### config.mk
export PLATFORM = sky130hd
export DESIGN_NAME = start_end_marker_scanner
export DESIGN_NICKNAME = d
export VERILOG_FILES = /design/src/hdl/smscan_pkg.sv /design/src/hdl/start_end_marker_scanner.sv /design/src/hdl/smscan_cell.sv /design/src/hdl/smscan_rsp_fifo.sv
export SDC_FILE = /design/constraint.sdc
export NUM_CORES = 1
export LEC_CHECK = 0
export BUFFER_PORTS_ARGS = -buffer_cell sky130_fd_sc_hd__buf_4
export CORE_MARGIN = 2
export CORE_UTILIZATION = 54
export CTS_BUF_LIST = sky130_fd_sc_hd__clkbuf_8
export CTS_CLUSTER_SIZE = 28
export DETAILED_ROUTE_END_ITERATION = 8
export PLACE_DENSITY = 0.76
export SLEW_MARGIN = 40
export SYNTH_ARGS = -nofsm -noshare
export SYNTH_HDL_FRONTEND = slang
export SYNTH_SLANG_ARGS = --single-unit
### constraint.sdc
create_clock -name clock -period 5.1 [get_ports clock]
set_clock_uncertainty 0.05 [all_clocks]
set_input_delay 0.51 -clock clock [delete_from_list [all_inputs] [get_ports clock]]
set_output_delay 0.51 -clock clock [all_outputs]
set_load 0.1 [all_outputs]
### src/hdl/smscan_pkg.sv
package smscan_pkg;

   localparam int MARK_LEN = 16;
   localparam int WIN_LEN  = 15;
   localparam int NAME_W   = 5;

   localparam logic [7:0] START_MARK [MARK_LEN] = '{
      8'h5F, 8'h5F, 8'h5F, 8'h49, 8'h41, 8'h4D, 8'h50, 8'h52,
      8'h4F, 8'h47, 8'h52, 8'h41, 8'h4D, 8'h5F, 8'h5F, 8'h5F };
   localparam logic [7:0] END_MARK [MARK_LEN] = '{
      8'h5F, 8'h5F, 8'h5F, 8'h45, 8'h4E, 8'h44, 8'h50, 8'h52,
      8'h4F, 8'h47, 8'h52, 8'h41, 8'h4D, 8'h5F, 8'h5F, 8'h5F };

   localparam logic [1:0] KIND_START = 2'd0;
   localparam logic [1:0] KIND_NAME  = 2'd1;
   localparam logic [1:0] KIND_END   = 2'd2;
   localparam logic [1:0] KIND_ERROR = 2'd3;

   localparam logic        REG_SECTOR_LIMIT   = 1'b0;
   localparam logic [15:0] SECTOR_LIMIT_RESET = 16'd100;

   typedef struct packed {
      logic start_hit;
      logic stop_hit;
   } smscan_hit_type;

endpackage

### src/hdl/start_end_marker_scanner.sv
// channel   direction  handshake              payload
// req       in         req_valid/req_stall    disk_byte, read_failed
// rsp       out        rsp_valid/rsp_stall    kind, sector_number, marker_offset,
//                                             entry_index, name_char, name_pos, last
// csr       in         psel/penable/pready    paddr, pwdata, prdata (sector_limit)
//
// One item per cycle: a row of 15 byte cells shifts the window while the 16th byte
// is compared in parallel. An item gives up to two results, which go into a
// four-entry result queue; req_stall is high while it has fewer than two free
// entries, so the sustained rate is one item per cycle when results are one or none
// and the output side runs at one result per cycle. Reset is synchronous and clears
// the window and all scan state; sector_limit returns to 100.
module start_end_marker_scanner #(
   parameter int SECTOR_BYTES = 512,
   parameter int NAME_BYTES   = 19
) (
   input  logic                            clock,
   input  logic                            reset,
   input  logic                            req_valid,
   output logic                            req_stall,
   input  logic [7:0]                      req_disk_byte,
   input  logic                            req_read_failed,
   output logic                            rsp_valid,
   input  logic                            rsp_stall,
   output logic [1:0]                      rsp_kind,
   output logic [15:0]                     rsp_sector_number,
   output logic [$clog2(SECTOR_BYTES)-1:0] rsp_marker_offset,
   output logic [7:0]                      rsp_entry_index,
   output logic [7:0]                      rsp_name_char,
   output logic [4:0]                      rsp_name_pos,
   output logic                            rsp_last,
   input  logic                            psel,
   input  logic                            penable,
   input  logic                            pwrite,
   input  logic [2:0]                      paddr,
   input  logic [31:0]                     pwdata,
   output logic [31:0]                     prdata,
   output logic                            pready
);
   import smscan_pkg::*;

   localparam int POS_W = $clog2(SECTOR_BYTES);
   localparam logic [POS_W-1:0]  POS_LAST   = POS_W'(SECTOR_BYTES - 1);
   localparam logic [POS_W-1:0]  POS_WIN    = POS_W'(WIN_LEN);
   localparam logic [NAME_W-1:0] NAME_COUNT = NAME_W'(NAME_BYTES);

   typedef struct packed {
      logic [1:0]       kind;
      logic [15:0]      sector_number;
      logic [POS_W-1:0] marker_offset;
      logic [7:0]       entry_index;
      logic [7:0]       name_char;
      logic [NAME_W-1:0] name_pos;
      logic             last;
   } rsp_type;

   localparam int RSP_W = $bits(rsp_type);

   // configuration
   logic [15:0] sector_limit_ff;
   logic        csr_write;

   assign pready    = 1'b1;
   assign csr_write = psel && penable && pwrite && pready;
   assign prdata    = (paddr[2] == REG_SECTOR_LIMIT) ? 32'(sector_limit_ff) : 32'd0;

   always_ff @(posedge clock) begin
      if (reset) begin
         sector_limit_ff <= SECTOR_LIMIT_RESET;
      end else if (csr_write && paddr[2] == REG_SECTOR_LIMIT) begin
         sector_limit_ff <= pwdata[15:0];
      end
   end

   // scan state
   logic [POS_W-1:0]  byte_pos_ff, byte_pos_in;
   logic [15:0]       sector_ff, sector_in;
   logic              inside_ff, inside_in;
   logic              skip_ff, skip_in;
   logic [NAME_W-1:0] name_left_ff, name_left_in;
   logic [7:0]        count_ff, count_in;
   logic [7:0]        owner_ff, owner_in;
   logic              stopped_ff, stopped_in;

   logic accept, halted, active, step, wrap;
   logic name_pend, start_now, stop_now, search;
   logic room2;
   rsp_type r0, r1;
   logic push0, push1;

   // window cells: cell 0 holds the oldest byte
   logic [7:0]     win_w [WIN_LEN+1];
   smscan_hit_type hit_w [WIN_LEN];
   logic [WIN_LEN-1:0] start_vec, stop_vec;

   assign win_w[WIN_LEN] = req_disk_byte;

   for (genvar k = 0; k < WIN_LEN; k++) begin : g_cell
      smscan_cell #(.INDEX(k)) u_cell (
         .clock    (clock),
         .reset    (reset),
         .shift    (step),
         .clear    (step && wrap),
         .byte_in  (win_w[k+1]),
         .byte_out (win_w[k]),
         .hit      (hit_w[k])
      );
      assign start_vec[k] = hit_w[k].start_hit;
      assign stop_vec[k]  = hit_w[k].stop_hit;
   end

   assign req_stall = !room2;
   assign accept    = req_valid && !req_stall;
   assign halted    = stopped_ff || (sector_ff >= sector_limit_ff);
   assign active    = accept && !halted;
   assign step      = active && !req_read_failed;
   assign wrap      = (byte_pos_ff == POS_LAST);
   assign name_pend = (name_left_ff != '0);
   assign search    = (byte_pos_ff >= POS_WIN) && !skip_ff;
   assign start_now = search && !inside_ff && (&start_vec)
                      && (req_disk_byte == START_MARK[WIN_LEN]);
   assign stop_now  = search && inside_ff && (&stop_vec)
                      && (req_disk_byte == END_MARK[WIN_LEN]);

   always_comb begin
      byte_pos_in  = byte_pos_ff;
      sector_in    = sector_ff;
      inside_in    = inside_ff;
      skip_in      = skip_ff;
      name_left_in = name_left_ff;
      count_in     = count_ff;
      owner_in     = owner_ff;
      stopped_in   = stopped_ff;
      if (active && req_read_failed) begin
         stopped_in = 1'b1;
      end else if (step) begin
         if (name_pend) begin
            name_left_in = name_left_ff - NAME_W'(1);
         end
         if (start_now) begin
            inside_in    = 1'b1;
            skip_in      = 1'b1;
            name_left_in = NAME_COUNT;
            owner_in     = count_ff;
         end else if (stop_now) begin
            inside_in = 1'b0;
            if (count_ff != 8'hFF) begin
               count_in = count_ff + 8'd1;
            end
         end
         if (wrap) begin
            byte_pos_in = '0;
            skip_in     = 1'b0;
            sector_in   = sector_ff + 16'd1;
            if (sector_in >= sector_limit_ff) begin
               stopped_in = 1'b1;
            end
         end else begin
            byte_pos_in = byte_pos_ff + POS_W'(1);
         end
      end
   end

   always_ff @(posedge clock) begin
      if (reset) begin
         byte_pos_ff  <= '0;
         sector_ff    <= '0;
         inside_ff    <= 1'b0;
         skip_ff      <= 1'b0;
         name_left_ff <= '0;
         count_ff     <= '0;
         owner_ff     <= '0;
         stopped_ff   <= 1'b0;
      end else begin
         byte_pos_ff  <= byte_pos_in;
         sector_ff    <= sector_in;
         inside_ff    <= inside_in;
         skip_ff      <= skip_in;
         name_left_ff <= name_left_in;
         count_ff     <= count_in;
         owner_ff     <= owner_in;
         stopped_ff   <= stopped_in;
      end
   end

   // result building: name byte goes ahead of a marker on the same item
   always_comb begin
      rsp_type marker;
      rsp_type name;
      marker = '0;
      marker.kind          = start_now ? KIND_START : KIND_END;
      marker.sector_number = sector_ff;
      marker.marker_offset = byte_pos_ff - POS_WIN;
      marker.entry_index   = count_ff;
      marker.last          = 1'b1;
      name = '0;
      name.kind        = KIND_NAME;
      name.entry_index = owner_ff;
      name.name_char   = req_disk_byte;
      name.name_pos    = NAME_COUNT - name_left_ff;
      name.last        = !(start_now || stop_now);
      r0 = '0;
      r1 = marker;
      if (req_read_failed) begin
         r0.kind          = KIND_ERROR;
         r0.sector_number = sector_ff;
         r0.entry_index   = count_ff;
         r0.last          = 1'b1;
      end else if (name_pend) begin
         r0 = name;
      end else begin
         r0 = marker;
      end
      push0 = active && (req_read_failed || name_pend || start_now || stop_now);
      push1 = step && name_pend && (start_now || stop_now);
   end

   rsp_type q_out;
   logic [RSP_W-1:0] q_data;

   smscan_rsp_fifo #(.DATA_W(RSP_W)) u_fifo (
      .clock     (clock),
      .reset     (reset),
      .push0     (push0),
      .data0     (r0),
      .push1     (push1),
      .data1     (r1),
      .room2     (room2),
      .out_valid (rsp_valid),
      .out_stall (rsp_stall),
      .out_data  (q_data)
   );

   assign q_out             = q_data;
   assign rsp_kind          = q_out.kind;
   assign rsp_sector_number = q_out.sector_number;
   assign rsp_marker_offset = q_out.marker_offset;
   assign rsp_entry_index   = q_out.entry_index;
   assign rsp_name_char     = q_out.name_char;
   assign rsp_name_pos      = q_out.name_pos;
   assign rsp_last          = q_out.last;

endmodule

### src/hdl/smscan_cell.sv
module smscan_cell #(
   parameter int INDEX = 0
) (
   input  logic                      clock,
   input  logic                      reset,
   input  logic                      shift,
   input  logic                      clear,
   input  logic [7:0]                byte_in,
   output logic [7:0]                byte_out,
   output smscan_pkg::smscan_hit_type hit
);
   import smscan_pkg::*;

   logic [7:0] byte_ff;
   logic [7:0] byte_in_w;

   always_comb begin
      byte_in_w = byte_ff;
      if (clear) begin
         byte_in_w = 8'd0;
      end else if (shift) begin
         byte_in_w = byte_in;
      end
   end

   always_ff @(posedge clock) begin
      if (reset) begin
         byte_ff <= 8'd0;
      end else begin
         byte_ff <= byte_in_w;
      end
   end

   assign byte_out      = byte_ff;
   assign hit.start_hit = (byte_ff == START_MARK[INDEX]);
   assign hit.stop_hit  = (byte_ff == END_MARK[INDEX]);

endmodule

### src/hdl/smscan_rsp_fifo.sv
module smscan_rsp_fifo #(
   parameter int DATA_W = 8
) (
   input  logic              clock,
   input  logic              reset,
   input  logic              push0,
   input  logic [DATA_W-1:0] data0,
   input  logic              push1,
   input  logic [DATA_W-1:0] data1,
   output logic              room2,
   output logic              out_valid,
   input  logic              out_stall,
   output logic [DATA_W-1:0] out_data
);
   import smscan_pkg::*;

   localparam int DEPTH = 4;
   localparam int PTR_W = $clog2(DEPTH);
   localparam int CNT_W = PTR_W + 1;

   logic [DATA_W-1:0] mem_ff [DEPTH];
   logic [PTR_W-1:0]  wr_ptr_ff, wr_ptr_in;
   logic [PTR_W-1:0]  rd_ptr_ff, rd_ptr_in;
   logic [CNT_W-1:0]  count_ff, count_in;
   logic              pop;
   logic [CNT_W-1:0]  n_push;

   assign out_valid = (count_ff != '0);
   assign out_data  = mem_ff[rd_ptr_ff];
   assign pop       = out_valid && !out_stall;
   assign room2     = (count_ff <= CNT_W'(DEPTH - 2));

   always_comb begin
      n_push    = CNT_W'(push0) + CNT_W'(push1);
      wr_ptr_in = wr_ptr_ff + PTR_W'(n_push);
      rd_ptr_in = rd_ptr_ff + PTR_W'(pop);
      count_in  = count_ff + n_push - CNT_W'(pop);
   end

   always_ff @(posedge clock) begin
      if (reset) begin
         wr_ptr_ff <= '0;
         rd_ptr_ff <= '0;
         count_ff  <= '0;
      end else begin
         wr_ptr_ff <= wr_ptr_in;
         rd_ptr_ff <= rd_ptr_in;
         count_ff  <= count_in;
      end
   end

   always_ff @(posedge clock) begin
      if (push0) begin
         mem_ff[wr_ptr_ff] <= data0;
      end
      if (push1) begin
         mem_ff[wr_ptr_ff + PTR_W'(1)] <= data1;
      end
   end

endmodule

Word-level counts from Yosys, hierarchy flattened
Memories as Yosys holds them, arrays and structs flattened. A register that Yosys moved wholly into a read port is not among the register bits.
Cells that the tools add are included.
{ "totals": {"wordCells": 142, "inputBits": 51, "latchBits": 0, "mem_bits_rw": 196, "rom_bits": 0, "ff_bits": 192, "n_memories": 1} }
{ "classes": {"mux": 24, "addsub": 12, "mul": 0, "eq_ne": 21, "reduce_logical": 50, "n_div": 0, "magnitude_cmp": 4, "shifts": 0, "bitwise_logic": 3} }
{ "memory_table": {"columns": ["memory", "words", "width", "read_ports", "rd_ports_with_merged_regs", "wr", "line_no", "rtl"], "rows": [
  ["u_fifo.mem_ff", 4, 49, 1, 1, 2, "smscan_rsp_fifo.sv:21", "logic [DATA_W-1:0] mem_ff [DEPTH];"]
]} }
{ "ops": {"columns": ["operator", "count"], "rows": [
  ["8-bit by 7-bit equality test with 1-bit output (second input constant)", 19],
  ["49-bit 2-to-1 mux", 1],
  ["16-bit greater-or-equal comparator", 2],
  ["15-bit AND reduction", 2],
  ["1-bit logical AND", 19],
  ["18-bit 2-to-1 mux", 1],
  ["9-bit 2-to-1 mux", 2],
  ["3-bit AND reduction", 6],
  ["16-bit by 1-bit adder with 16-bit output (second input constant)", 1],
  ["16-bit 2-to-1 mux", 1],
  ["1-bit 2-to-1 mux", 13],
  ["13-bit 2-to-1 mux", 1],
  ["2-bit nonzero test", 6],
  ["5-bit 2-to-1 mux", 2],
  ["9-bit by 1-bit adder with 9-bit output (second input constant)", 1],
  ["9-bit equality test (second input constant)", 1],
  ["9-bit by 4-bit greater-or-equal comparator with 1-bit output (second input constant)", 1],
  ["9-bit by 4-bit subtractor with 9-bit output (second input constant)", 1],
  ["8-bit by 1-bit adder with 8-bit output (second input constant)", 1],
  ["8-bit 2-to-1 mux", 1],
  ["8-bit inequality test (second input constant)", 1],
  ["1-bit zero test", 7],
  ["1-bit logical OR", 5],
  ["5-bit AND reduction", 1],
  ["15 further kinds", 18]
]} }

Longest topological paths before layout
Gate-level depths: netlist (run 1).
{ "logic_depth": {"ltp_word": 11, "mapped_depth": 16, "mapped_depth_nobuf": 15} }

Cells and area by module
A second synthesis (run 1) with hierarchy kept.
{ "hier_totals": {"cells_unflattened": 1583, "hier_area_um2": 19212.2} }
{ "by_module_without_submodules": {"columns": ["mod", "n_inst", "cells_each", "area_per_inst_um2"], "rows": [
  ["smscan_rsp_fifo", 1, 518, 9824.4],
  ["start_end_marker_scanner", 1, 597, 4545.6],
  ["smscan_cell (g_cell[0].u_cell ...)", 6, 31, 319.1],
  ["smscan_cell (g_cell[10].u_cell ...)", 2, 31, 326.6],
  ["smscan_cell (g_cell[4].u_cell ...)", 2, 32, 326.6],
  ["smscan_cell (g_cell[12].u_cell ...)", 2, 31, 324.1],
  ["smscan_cell (g_cell[3].u_cell)", 1, 32, 335.3],
  ["smscan_cell (g_cell[8].u_cell)", 1, 31, 321.6],
  ["smscan_cell (g_cell[11].u_cell)", 1, 31, 316.6]
]} }

Least setup slack after synthesis (run 1)
No wires, ideal clock.
{ "synth_timing": {"kind": "reg2reg", "startpoint": "register g_cell[4].u_cell.byte_ff[2]", "endpoint": "memory u_fifo.mem_ff[0][14] (netlist name) (enable)", "path_slack_ps": -58, "n_path_buf": 2, "path_stages_with_launch": 9, "period_less_slack_ps": 5158, "setup_ps": 472, "t_arrival_ps": 4635, "path_cell_list": "dfxtp_1 > or4b_1 > nor4b_2 > o2111ai_1 > or4_1 > clkbuf_1 > a21o_1 > buf_2 > o21ai_0"} }
{ "synth_lines": {"columns": ["element", "line_no", "rtl"], "rows": [
  ["start, declared", "smscan_cell.sv:14", "logic [7:0] byte_ff;"],
  ["start signal, assigned", "smscan_cell.sv:30", "byte_ff <= byte_in_w;"],
  ["end, declared", "smscan_rsp_fifo.sv:21", null]
]} }

Worst setup path after layout (run 1)
{ "layout_timing": {"startpoint": "register byte_pos_ff[0]", "endpoint": "register u_fifo.count_ff[2]"} }
{ "layout_via": {"elab_chain_len": 11} }
{ "layout_rtl": {"columns": ["element", "line_no", "rtl"], "rows": [
  ["start, declared", "start_end_marker_scanner.sv:76", "logic [POS_W-1:0] byte_pos_ff, byte_pos_in;"],
  ["start signal, assigned", "start_end_marker_scanner.sv:175", "byte_pos_ff <= byte_pos_in;"],
  ["9-bit by 4-bit greater-or-equal comparator with 1-bit output *", "start_end_marker_scanner.sv:119", "assign search = (byte_pos_ff >= POS_WIN) && !skip_ff;"],
  ["1-bit logical AND *", "start_end_marker_scanner.sv:119", null],
  ["1-bit logical AND (2 in series)", "start_end_marker_scanner.sv:120", "assign start_now = search && !inside_ff && (&start_vec)"],
  ["1-bit logical AND", "start_end_marker_scanner.sv:121", "&& (req_disk_byte == START_MARK[WIN_LEN]);"],
  ["1-bit logical OR (2 in series)", "start_end_marker_scanner.sv:214", "push0 = active && (req_read_failed || name_pend || start_now || stop_now);"],
  ["1-bit logical AND", "start_end_marker_scanner.sv:214", null],
  ["1-bit by 1-bit adder with 2-bit output *", "smscan_rsp_fifo.sv:34", "n_push = CNT_W'(push0) + CNT_W'(push1);"],
  ["3-bit adder *", "smscan_rsp_fifo.sv:37", "count_in = count_ff + n_push - CNT_W'(pop);"],
  ["3-bit by 1-bit subtractor with 3-bit output *", "smscan_rsp_fifo.sv:37", null],
  ["end signal, assigned", "smscan_rsp_fifo.sv:48", "count_ff <= count_in;"],
  ["end, declared", "smscan_rsp_fifo.sv:24", "logic [CNT_W-1:0] count_ff, count_in;"]
]} }
Every way passes the cells marked *; elsewhere a longest branch is shown, timed or not.
A chain may end at the register's enable or synchronous reset.

==> flow_summary.toml, run 1 <==
[synth]
synth_seq_area_share = 0.523
primary_ff_master_synth = "dfxtp_1"
yosysMostFrequentCell = "nand2_1"
synth_cells = 1767
synth-async-reset-ratio = 0
synth_top_cell_area_share = 0.289
synth_warnings = 0
synth_seq_cells = 388
synthDistinctLibCells = 71
synth_largest_area_cell = "dfxtp_1"
ys_top_cells_by_area = "dfxtp_1, edfxtp_1, nand2_1, mux4_2, a21oi_1"
synth-edff-count = 136
synth.avg_cell_area_um2 = 9.88
synth_common_cells = "nand2_1, dfxtp_1, a21oi_1"
area_of_the_mapped_netlist_um2 = 17500

[timing]
period_needed_ps = 4490
postLayoutSetupSlackWorst_ps = 611
fmax_ghz = 0.223
max-slew-margin-rel = 0.423
pin_slew_with_the_least_headroom_to_its_limit_ps = 866
setup_violations = 0
final_max_slew_viol_count = 0
timing.final.hold_violations = 0
rsz0062_at_grt = "false"
post_route_fraction_of_the_period_consumed_by_the_critical_path = 0.880

[drt]
remaining_drc_errors = 0
routed_via_density = 5.64
drt-pass1-iter-count = 7
wl_mm = 39.3
post_drt_wl_per_cell_um = 17.2
drtIter0Drc = 900
antenna_violating_nets_post_route = 0
detailroute.via_count = 12900

[layout]
finish.utilization = 0.622
area_growth_syn_to_layout_pct = 13.1
antenna_diode_count = 0
post_route_cells_drive_above_1_share = 0.154
instances_no_fill = 2282
finish.net_count = 1927
final.fill_count = 2572

[clock_tree]
clk_path_buf_depth = 3
clock_sinks = 388
clockRootBuffer = "clkbuf_8"
clk_latency_ps = 600
holdBufCountCts = 0
postCtsSetupRepairBufs = 0
clk_pin_slew_ps = 60
htree_num_levels = 2
cts_tree = "done"
cts-buffers-inserted = 59
cts-resized-gates = 0

[placed_design]
place.gp.congestion = 0.867
port_buffers = 99
dp_worst_setup_slack_ps = 841
dp_cells = 2171
hpwlAfterDp_mm = 26.0

[floorplan]
fp.dieW_um = 184
core.rowCount = 65
dieHeight_um = 184
floorplan.io_pins = 135
dieArea_um2 = 33800
core_area_um2 = 31700
initial_utilization = 0.550

[worst_hold_path]
holdCritPathClass = "in -> reg"
holdPathStages = 2
hold_start = "pwdata[6]"
endpoint_of_the_worst_hold_timing_path = "sector_limit_ff[6]$_SDFFE_PP1P_"

[worst_setup_path]
worst_r2r_startpoint = "byte_pos_ff[0]$_SDFFE_PP0P_"
wp_data_arrival_ps = 4870
reg2reg_to = "u_fifo.count_ff[2]$_SDFF_PP0_"
critical_path.startpoint_type = "register"
worst_setup_path_end_kind = "register"
cp_max_fo = 9
critPathKind = "reg -> reg"
crit_path_launch = "byte_pos_ff[0]$_SDFFE_PP0P_"
reg2reg_setup_slack_ps = 610
crit_path_required_time_ps = 5480
reg2reg_depth = 13

[run]
drv_cap = 0

[grt]
groute.usage.overall = 0.233
pin_count_of_the_biggest_net_entering_global_routing = 77
grt_pass1_wl_mm = 63.3
grt_antenna_before_repair = 0
grt_remaining_overflow = 0
first_global_vias = 12600

[pwr]
total_leakage_power_uw = 0.00726
totalPowerFinal_uw = 8290
ir_worst_vdd_v = 0.000265
cellPowerDensity_nw_per_um2 = 420

[status]
run_status = "completed"
==> cells by family after synthesis <==
kind of cell | after synthesis | share of synthesized area
XOR/XNOR | 51 | 0.0256
adder cells (fa/ha/maj) | 45 | 0.0327
AND/OR/NAND/NOR | 755 | 0.206
flip-flops | 388 | 0.523
buffers and inverters | 168 | 0.0422
AO/OA/AOI/OAI | 287 | 0.0944
other | 2 | 0.000430
multiplexers | 71 | 0.0759
==> registers in the layout, indices dropped and copies added, names as in the netlist, 3 cells and up <==
register,flops
count_ff,8
sector_ff,16
g_cell.u_cell.byte_out,120
sector_limit_ff,16
name_left_ff,5
byte_pos_ff,9
u_fifo.count_ff,3
owner_ff,8
u_fifo.mem_ff,196
==> per-layer routing <==
layer	wire, um	up-vias	global-route usage
met3	2110	76	0.0368
met2	19700	360	0.411
met5	0	-	0
li1	-	6258	-
met4	862	0	0.0800
met1	16500	6170	0.291
==> through the flow <==
stage / area, um2 / hold slack [ps] / TNS, ps
floorplan: 17500 / 375 / -7820
global placement: 18400 / 384 / 0
detailed placement: 18400 / 391 / 0
CTS: 19700 / 69.3 / 0
global route: 19700 / 75.8 / 0
finish: 19700 / 106 / 0
==> where the power goes <==
part	internal, uW	leakage [uW]	switching [uW]	total (uW)
Clock	1470	0.000747	1170	2640
Sequential	3330	0.00338	93.6	3420
Combinational	581	0.00314	1650	2230
==> cells in the final DEF (no fill, tap or decap), types with 7 or more instances in the layout <==
cell type,instances
nand2_1,365
dfxtp_1,250
a21oi_1,164
nor2_1,146
edfxtp_1,136
buf_4,118
clkbuf_8,78
and2_1,65
inv_1,59
o21ai_0,51
mux4_2,49
ha_1,44
nand3_1,32
xnor2_1,26
xor2_1,25
a22o_1,24
mux2i_1,22
nand4_1,18
conb_1,17
nor3_1,15
nor2b_1,14
nand2b_1,11
nor4_1,11
and3_1,10
a21o_1,8
nand4b_1,8
nor4b_1,7
or4_1,7
==> cell type report <==
type | count | area, um2 | area share
sequential | 388 | 9140 | 0.463
inverter | 33 | 124 | 0.00628
timing repair buffer | 123 | 986 | 0.0499
clock inverter | 32 | 193 | 0.00976
multi-input combinational | 1226 | 7720 | 0.391
clock buffer | 78 | 1070 | 0.0544
tap | 402 | 503 | 0.0255
==> how the worst max path moves through the flow <==
stage | depth (start not counted) | end | slack, ps
5_1_grt | 13 | u_fifo.count_ff[2]$_SDFF_PP0_ | 460
3_3_place_gp | 13 | u_fifo.count_ff[2]$_SDFF_PP0_ | 880
3_5_place_dp | 13 | u_fifo.count_ff[2]$_SDFF_PP0_ | 840
2_1_floorplan | 8 | u_fifo.mem_ff[0][14]$_DFFE_PP_ | -60
4_1_cts | 13 | u_fifo.count_ff[2]$_SDFF_PP0_ | 780
6_report | 13 | u_fifo.count_ff[2]$_SDFF_PP0_ | 610
==> worst max-delay path, cell delays in order, from the launching register on <==
cell and delay [ps]:
dfxtp_1 390, and4_1 240, or4_1 470, nor4_1 710, or4_1 360, a21o_1 650, inv_1 120, ha_1 210
inv_1 90, ha_1 250, fa_1 430, xnor2_1 180, xnor2_1 140, nor2_1 50
(Power assumes the default switching activity.)
==> run 2, diff against run 1 <==
ABC_AREA = 1   (was unset)
PLACE_DENSITY = 0.75   (was 0.76)
==> flow_summary.toml, run 2 <==
[placed_design]
dp_worst_setup_slack_ps = 1360
port_buffers = 99
place.gp.congestion = 0.895
hpwlAfterDp_mm = 32.5
postPlaceCellArea_um2 = 20200

[clock_tree]
postCtsSetupRepairBufs = 0
clockRootBuffer = "clkbuf_8"
clock_sinks = 388
clk_path_buf_depth = 3
cts-buffers-inserted = 67
cts-resized-gates = 0
cts_tree = "done"
htree_num_levels = 3
clk_pin_slew_ps = 60
clk_latency_ps = 610
holdBufCountCts = 0

[worst_setup_path]
crit_slowest_cell = "nor2_2"
wp_data_arrival_ps = 4250
worst_setup_path_end_kind = "register"
critical_path.startpoint_type = "register"
cp_max_fo = 36
worstPathCellList = "inv_1, ha_1, nand2_1, nor2_1, inv_1, buf_4, nor2_2, nand3_4, nand2_1, inv_1, ha_1, inv_1, ha_1, fa_1, xor2_1, inv_1, nor2_1"
crit_path_required_time_ps = 5500
critical-path-max-stage-delay_ps = 480
critPathMostFrequentCell = "inv_1"
critPathKind = "reg -> reg"

[timing]
setup_violations = 0
timing.final.hold_violations = 0
rsz0062_at_grt = "false"
period_needed_ps = 3850
post_route_fraction_of_the_period_consumed_by_the_critical_path = 0.755
holdWs_ps = 116
max-slew-margin-rel = 0.386
postLayoutSetupSlackWorst_ps = 1250
final_max_slew_viol_count = 0
setup_tns_ps = 0
pin_slew_with_the_least_headroom_to_its_limit_ps = 915
fmax_ghz = 0.260

[grt]
pin_count_of_the_biggest_net_entering_global_routing = 99
first_global_vias = 15800
grt_remaining_overflow = 0
grt_antenna_before_repair = 0
groute.usage.overall = 0.272
grt_pass1_wl_mm = 80.7

[layout]
max_flop_register = "u_fifo.mem_ff"
top_library_cells_by_usage_in_the_layout_fill_and_taps_aside = "nand2_1, nor2_1, a21oi_1"
area_growth_syn_to_layout_pct = 12.0
largest_register_ff_count = 196
area_of_the_multi_input_gates_um2 = 8520
antenna_diode_count = 0
finish.net_count = 2693
most_common_library_cell_in_the_layout_ignoring_fill_and_taps = "nand2_1"
sequential_cell_area_um2 = 9130
final_design_area_no_fill_um2 = 21600
post_route_cells_drive_above_1_share = 0.105
final.fill_count = 3110

[drt]
post_drt_wl_per_cell_um = 16.5
remaining_drc_errors = 0
drt-pass1-iter-count = 6
antenna_violating_nets_post_route = 0
detailroute.via_count = 17300
routed_via_density = 5.58
wl_mm = 51.2
drtIter0Drc = 1739

[floorplan]
initial_utilization = 0.545
fp.dieW_um = 193
core_area_um2 = 35300
dieArea_um2 = 37200
floorplan.io_pins = 135
dieHeight_um = 193
core.rowCount = 69

[synth]
primary_ff_master_synth = "dfxtp_1"
synth_cells = 2544
synth-edff-count = 136
synth_seq_area_share = 0.474
synth_seq_cells = 388
yosysMostFrequentCell = "nand2_1"
ys_top_cells_by_area = "dfxtp_1, edfxtp_1, nand2_1, a21oi_1, nor2_1"
synth_top_cell_area_share = 0.262
synth.avg_cell_area_um2 = 7.56
synth-async-reset-ratio = 0
synthDistinctLibCells = 45
synth_warnings = 0
synth_common_cells = "nand2_1, nor2_1, a21oi_1"
synth_largest_area_cell = "dfxtp_1"
area_of_the_mapped_netlist_um2 = 19200

[pwr]
ir_worst_vdd_v = 0.000667
total_leakage_power_uw = 0.00911
totalPowerFinal_uw = 9710
cellPowerDensity_nw_per_um2 = 450

[worst_hold_path]
holdCritPathClass = "in -> reg"

[run]
drv_cap = 0

[status]
run_status = "completed"
-- run 2: cell count changes in the layout (fill, tap and decap cells not counted), moves of 49 or more --
cell | before | now
o21ai_0 | 51 | 150
nand4_1 | 18 | 113
mux4_2 | 49 | 0
nand2_1 | 365 | 664
and2_1 | 65 | 0
a21oi_1 | 164 | 276
nor2_1 | 146 | 296
inv_1 | 59 | 250
-- run 2: power breakdown --
group	internal [uW]	switching (uW)
Sequential	3320	69.3
Combinational	620	2770
Clock	1640	1280
-- run 2: stage by stage --
stage | std cells | util
after floorplan | 2559 | -
after global placement | 2989 | 0.571
after detailed placement | 2989 | 0.571
after CTS | 3107 | 0.610
after global routing | 3107 | 0.611
final | 3107 | 0.611
-- run 2: logic make-up after synthesis --
kind of cell / count (synthesis) / synth area share
buffers and inverters: 409 / 0.0877
other: 2 / 0.000390
adders and majority gates: 45 / 0.0297
and+or+nand+nor: 1179 / 0.261
AOI/OAI and AO/OA: 496 / 0.135
DFF: 388 / 0.474
xor gates and xnor gates: 25 / 0.0114
-- run 2: cell type report --
cell class | count | share of cell area
clock buffer | 81 | 0.0517
multi-input combinational | 1762 | 0.395
inverter | 246 | 0.0429
timing repair buffer | 132 | 0.0475
sequential | 388 | 0.423
tap | 461 | 0.0268
clock inverter | 37 | 0.0125
-- run 2: worst max-delay path: cells and delay by family, from the launching register on --
family	cells	cell delay, ps
flops	1	330
fa+ha+maj	4	1070
simple gates	6	1470
xor+xnor	1	170
buf+inv	6	590
-- run 2: final timing paths --
| kind | cells after the start | slack (ps) | end | from |
|---|---|---|---|---|
| min | 3 | 120 | sector_limit_ff[5]$_SDFFE_PP1P_ | pwdata[5] |
| max | 17 | 1250 | u_fifo.count_ff[2]$_SDFF_PP0_ | name_left_ff[2]$_SDFFE_PP0P_ |
| max reg2reg | 17 | 1250 | u_fifo.count_ff[2]$_SDFF_PP0_ | name_left_ff[2]$_SDFFE_PP0P_ |
| min reg2reg | 2 | 410 | g_cell[9].u_cell.byte_out[6]$_SDFFE_PP0P_ | g_cell[10].u_cell.byte_out[6]$_SDFFE_PP0P_ |
-- run 2: layer usage --
layer  share of wire  vias up  global-route usage  wire length [um]
li1                -     8474                   -                 -
met1            0.42     8059               0.362             21700
met2            0.47      712               0.447             24100
met3           0.087      101              0.0536              4480
met4           0.020        0              0.0810              1010
met5               0        -                   0                 0
==> run 3, diff against run 2 <==
ABC_AREA = 0   (was 1)
PLACE_DENSITY = 0.76   (was 0.75)
clock period = 3.5 ns   (was 5.1 ns; I/O delays follow)
==> flow_summary.toml, run 3 (synthesis results as in run 1) <==
[timing]
final_max_slew_viol_count = 0
max-slew-margin-rel = 0.448
setup_violations = 0
timing.final.hold_violations = 0
post_route_fraction_of_the_period_consumed_by_the_critical_path = 0.995
rsz0062_at_grt = "true"
pin_slew_with_the_least_headroom_to_its_limit_ps = 828
fmax_ghz = 0.287
period_needed_ps = 3480

[worst_setup_path]
critPathKind = "reg -> reg"
cp_max_fo = 4
crit_path_required_time_ps = 3890
wp_data_arrival_ps = 3870
worst_setup_path_end_kind = "register"
critical_path.startpoint_type = "register"

[pwr]
ir_worst_vdd_v = 0.000490
cellPowerDensity_nw_per_um2 = 587
totalPowerFinal_uw = 12500
total_leakage_power_uw = 0.00811

[grt]
groute.usage.overall = 0.255
pin_count_of_the_biggest_net_entering_global_routing = 130
grt_antenna_before_repair = 0
grt_pass1_wl_mm = 68.8
grt_remaining_overflow = 0
first_global_vias = 13600

[clock_tree]
clockRootBuffer = "clkbuf_8"
clk_pin_slew_ps = 70
htree_num_levels = 2
cts_tree = "done"
clock_sinks = 388
clk_latency_ps = 630
clk_path_buf_depth = 3
cts-buffers-inserted = 61

[drt]
detailroute.via_count = 13600
remaining_drc_errors = 0
wl_mm = 42.5
post_drt_wl_per_cell_um = 17.5
routed_via_density = 5.62
drtIter0Drc = 1168
antenna_violating_nets_post_route = 0
drt-pass1-iter-count = 5

[placed_design]
hpwlAfterDp_mm = 28.5
port_buffers = 99
dp_cells = 2283
place.gp.congestion = 0.896

[layout]
largest_register_ff_count = 196
finish.net_count = 2065
max_flop_register = "u_fifo.mem_ff"
antenna_diode_count = 0
post_route_cells_drive_above_1_share = 0.220
instances_no_fill = 2424
area_growth_syn_to_layout_pct = 21.8
most_common_library_cell_in_the_layout_ignoring_fill_and_taps = "nand2_1"
top_library_cells_by_usage_in_the_layout_fill_and_taps_aside = "nand2_1, dfxtp_1, buf_4"
final.fill_count = 2400

[floorplan]
floorplan.io_pins = 135
core_area_um2 = 31700
initial_utilization = 0.550
fp.dieW_um = 184
dieHeight_um = 184
core.rowCount = 65
dieArea_um2 = 33800

[worst_hold_path]
holdCritPathClass = "in -> reg"

[status]
run_status = "completed"

[run]
drv_cap = 0
## run 3: area by class of cell
| type | instances | area (um2) | area share |
|---|---|---|---|
| sequential | 388 | 9140 | 0.430 |
| multi-input combinational | 1226 | 7910 | 0.372 |
| timing repair buffer | 259 | 2210 | 0.104 |
| clock buffer | 85 | 1170 | 0.0550 |
| tap | 402 | 503 | 0.0237 |
| clock inverter | 31 | 205 | 0.00965 |
| inverter | 33 | 124 | 0.00583 |
## run 3: routing by layer
metal  wire, um  share of wire  global-route usage  vias up
met5          0              0                   0        -
met4       1060          0.025              0.0899        0
met3       2350          0.055              0.0386       85
met2      21300           0.50               0.442      399
met1      17700           0.42               0.324     6603
li1           -              -                   -     6525
## run 3: critical path: stages, from the launching register on
cell and delay [ps]:
dfxtp_1 350, nor4b_2 280, nand4_1 140, or4_4 570, or4_4 500, a21o_1 200
inv_1 60, ha_2 160, inv_2 50, ha_4 210, fa_2 350, xnor2_2 150
xnor2_1 150, nor2_1 60
## run 3: through the flow
stage / setup TNS [ps] / util / cell area (um2) / hold WS (ps) / setup slack, ps
6_report: 0 / 0.670 / 21300 / 172 / 17.1
5_1_grt: -138 / 0.670 / 21300 / 165 / -117
4_1_cts: -29.5 / 0.667 / 21200 / 138 / -29.5
3_5_place_dp: -3210 / 0.613 / 19500 / 393 / -215
3_3_place_gp: -1560 / 0.613 / 19400 / 386 / -165
2_1_floorplan: 0 / - / 17600 / 375 / 9.74
## run 3: timing repair
action | 4_1_cts | 5_1_grt
pin swaps | 9 | 16
buffers inserted | 0 | 1
hold endpoints to repair | 32 | 0
gates resized for setup | 17 | 17
hold buffers | 24 | 0
endpoints found under the setup margin | 102 | 117
## run 3: report_power, final
part | switching (uW) | total (uW) | internal [uW]
registers | 182 | 5030 | 4850
clock network | 1800 | 4120 | 2320
logic | 2410 | 3330 | 921
## run 3: worst paths after layout
kind | slack [ps] | startpoint | end | depth (start not counted)
setup / recovery | 20 | g_cell[7].u_cell.byte_out[0]$_SDFFE_PP0P_ | u_fifo.count_ff[2]$_SDFF_PP0_ | 13
hold / removal | 170 | req_read_failed | stopped_ff$_SDFFE_PP0P_ | 3
setup reg to reg | 20 | g_cell[7].u_cell.byte_out[0]$_SDFFE_PP0P_ | u_fifo.count_ff[2]$_SDFF_PP0_ | 13
hold reg to reg | 380 | g_cell[9].u_cell.byte_out[2]$_SDFFE_PP0P_ | g_cell[8].u_cell.byte_out[2]$_SDFFE_PP0P_ | 2
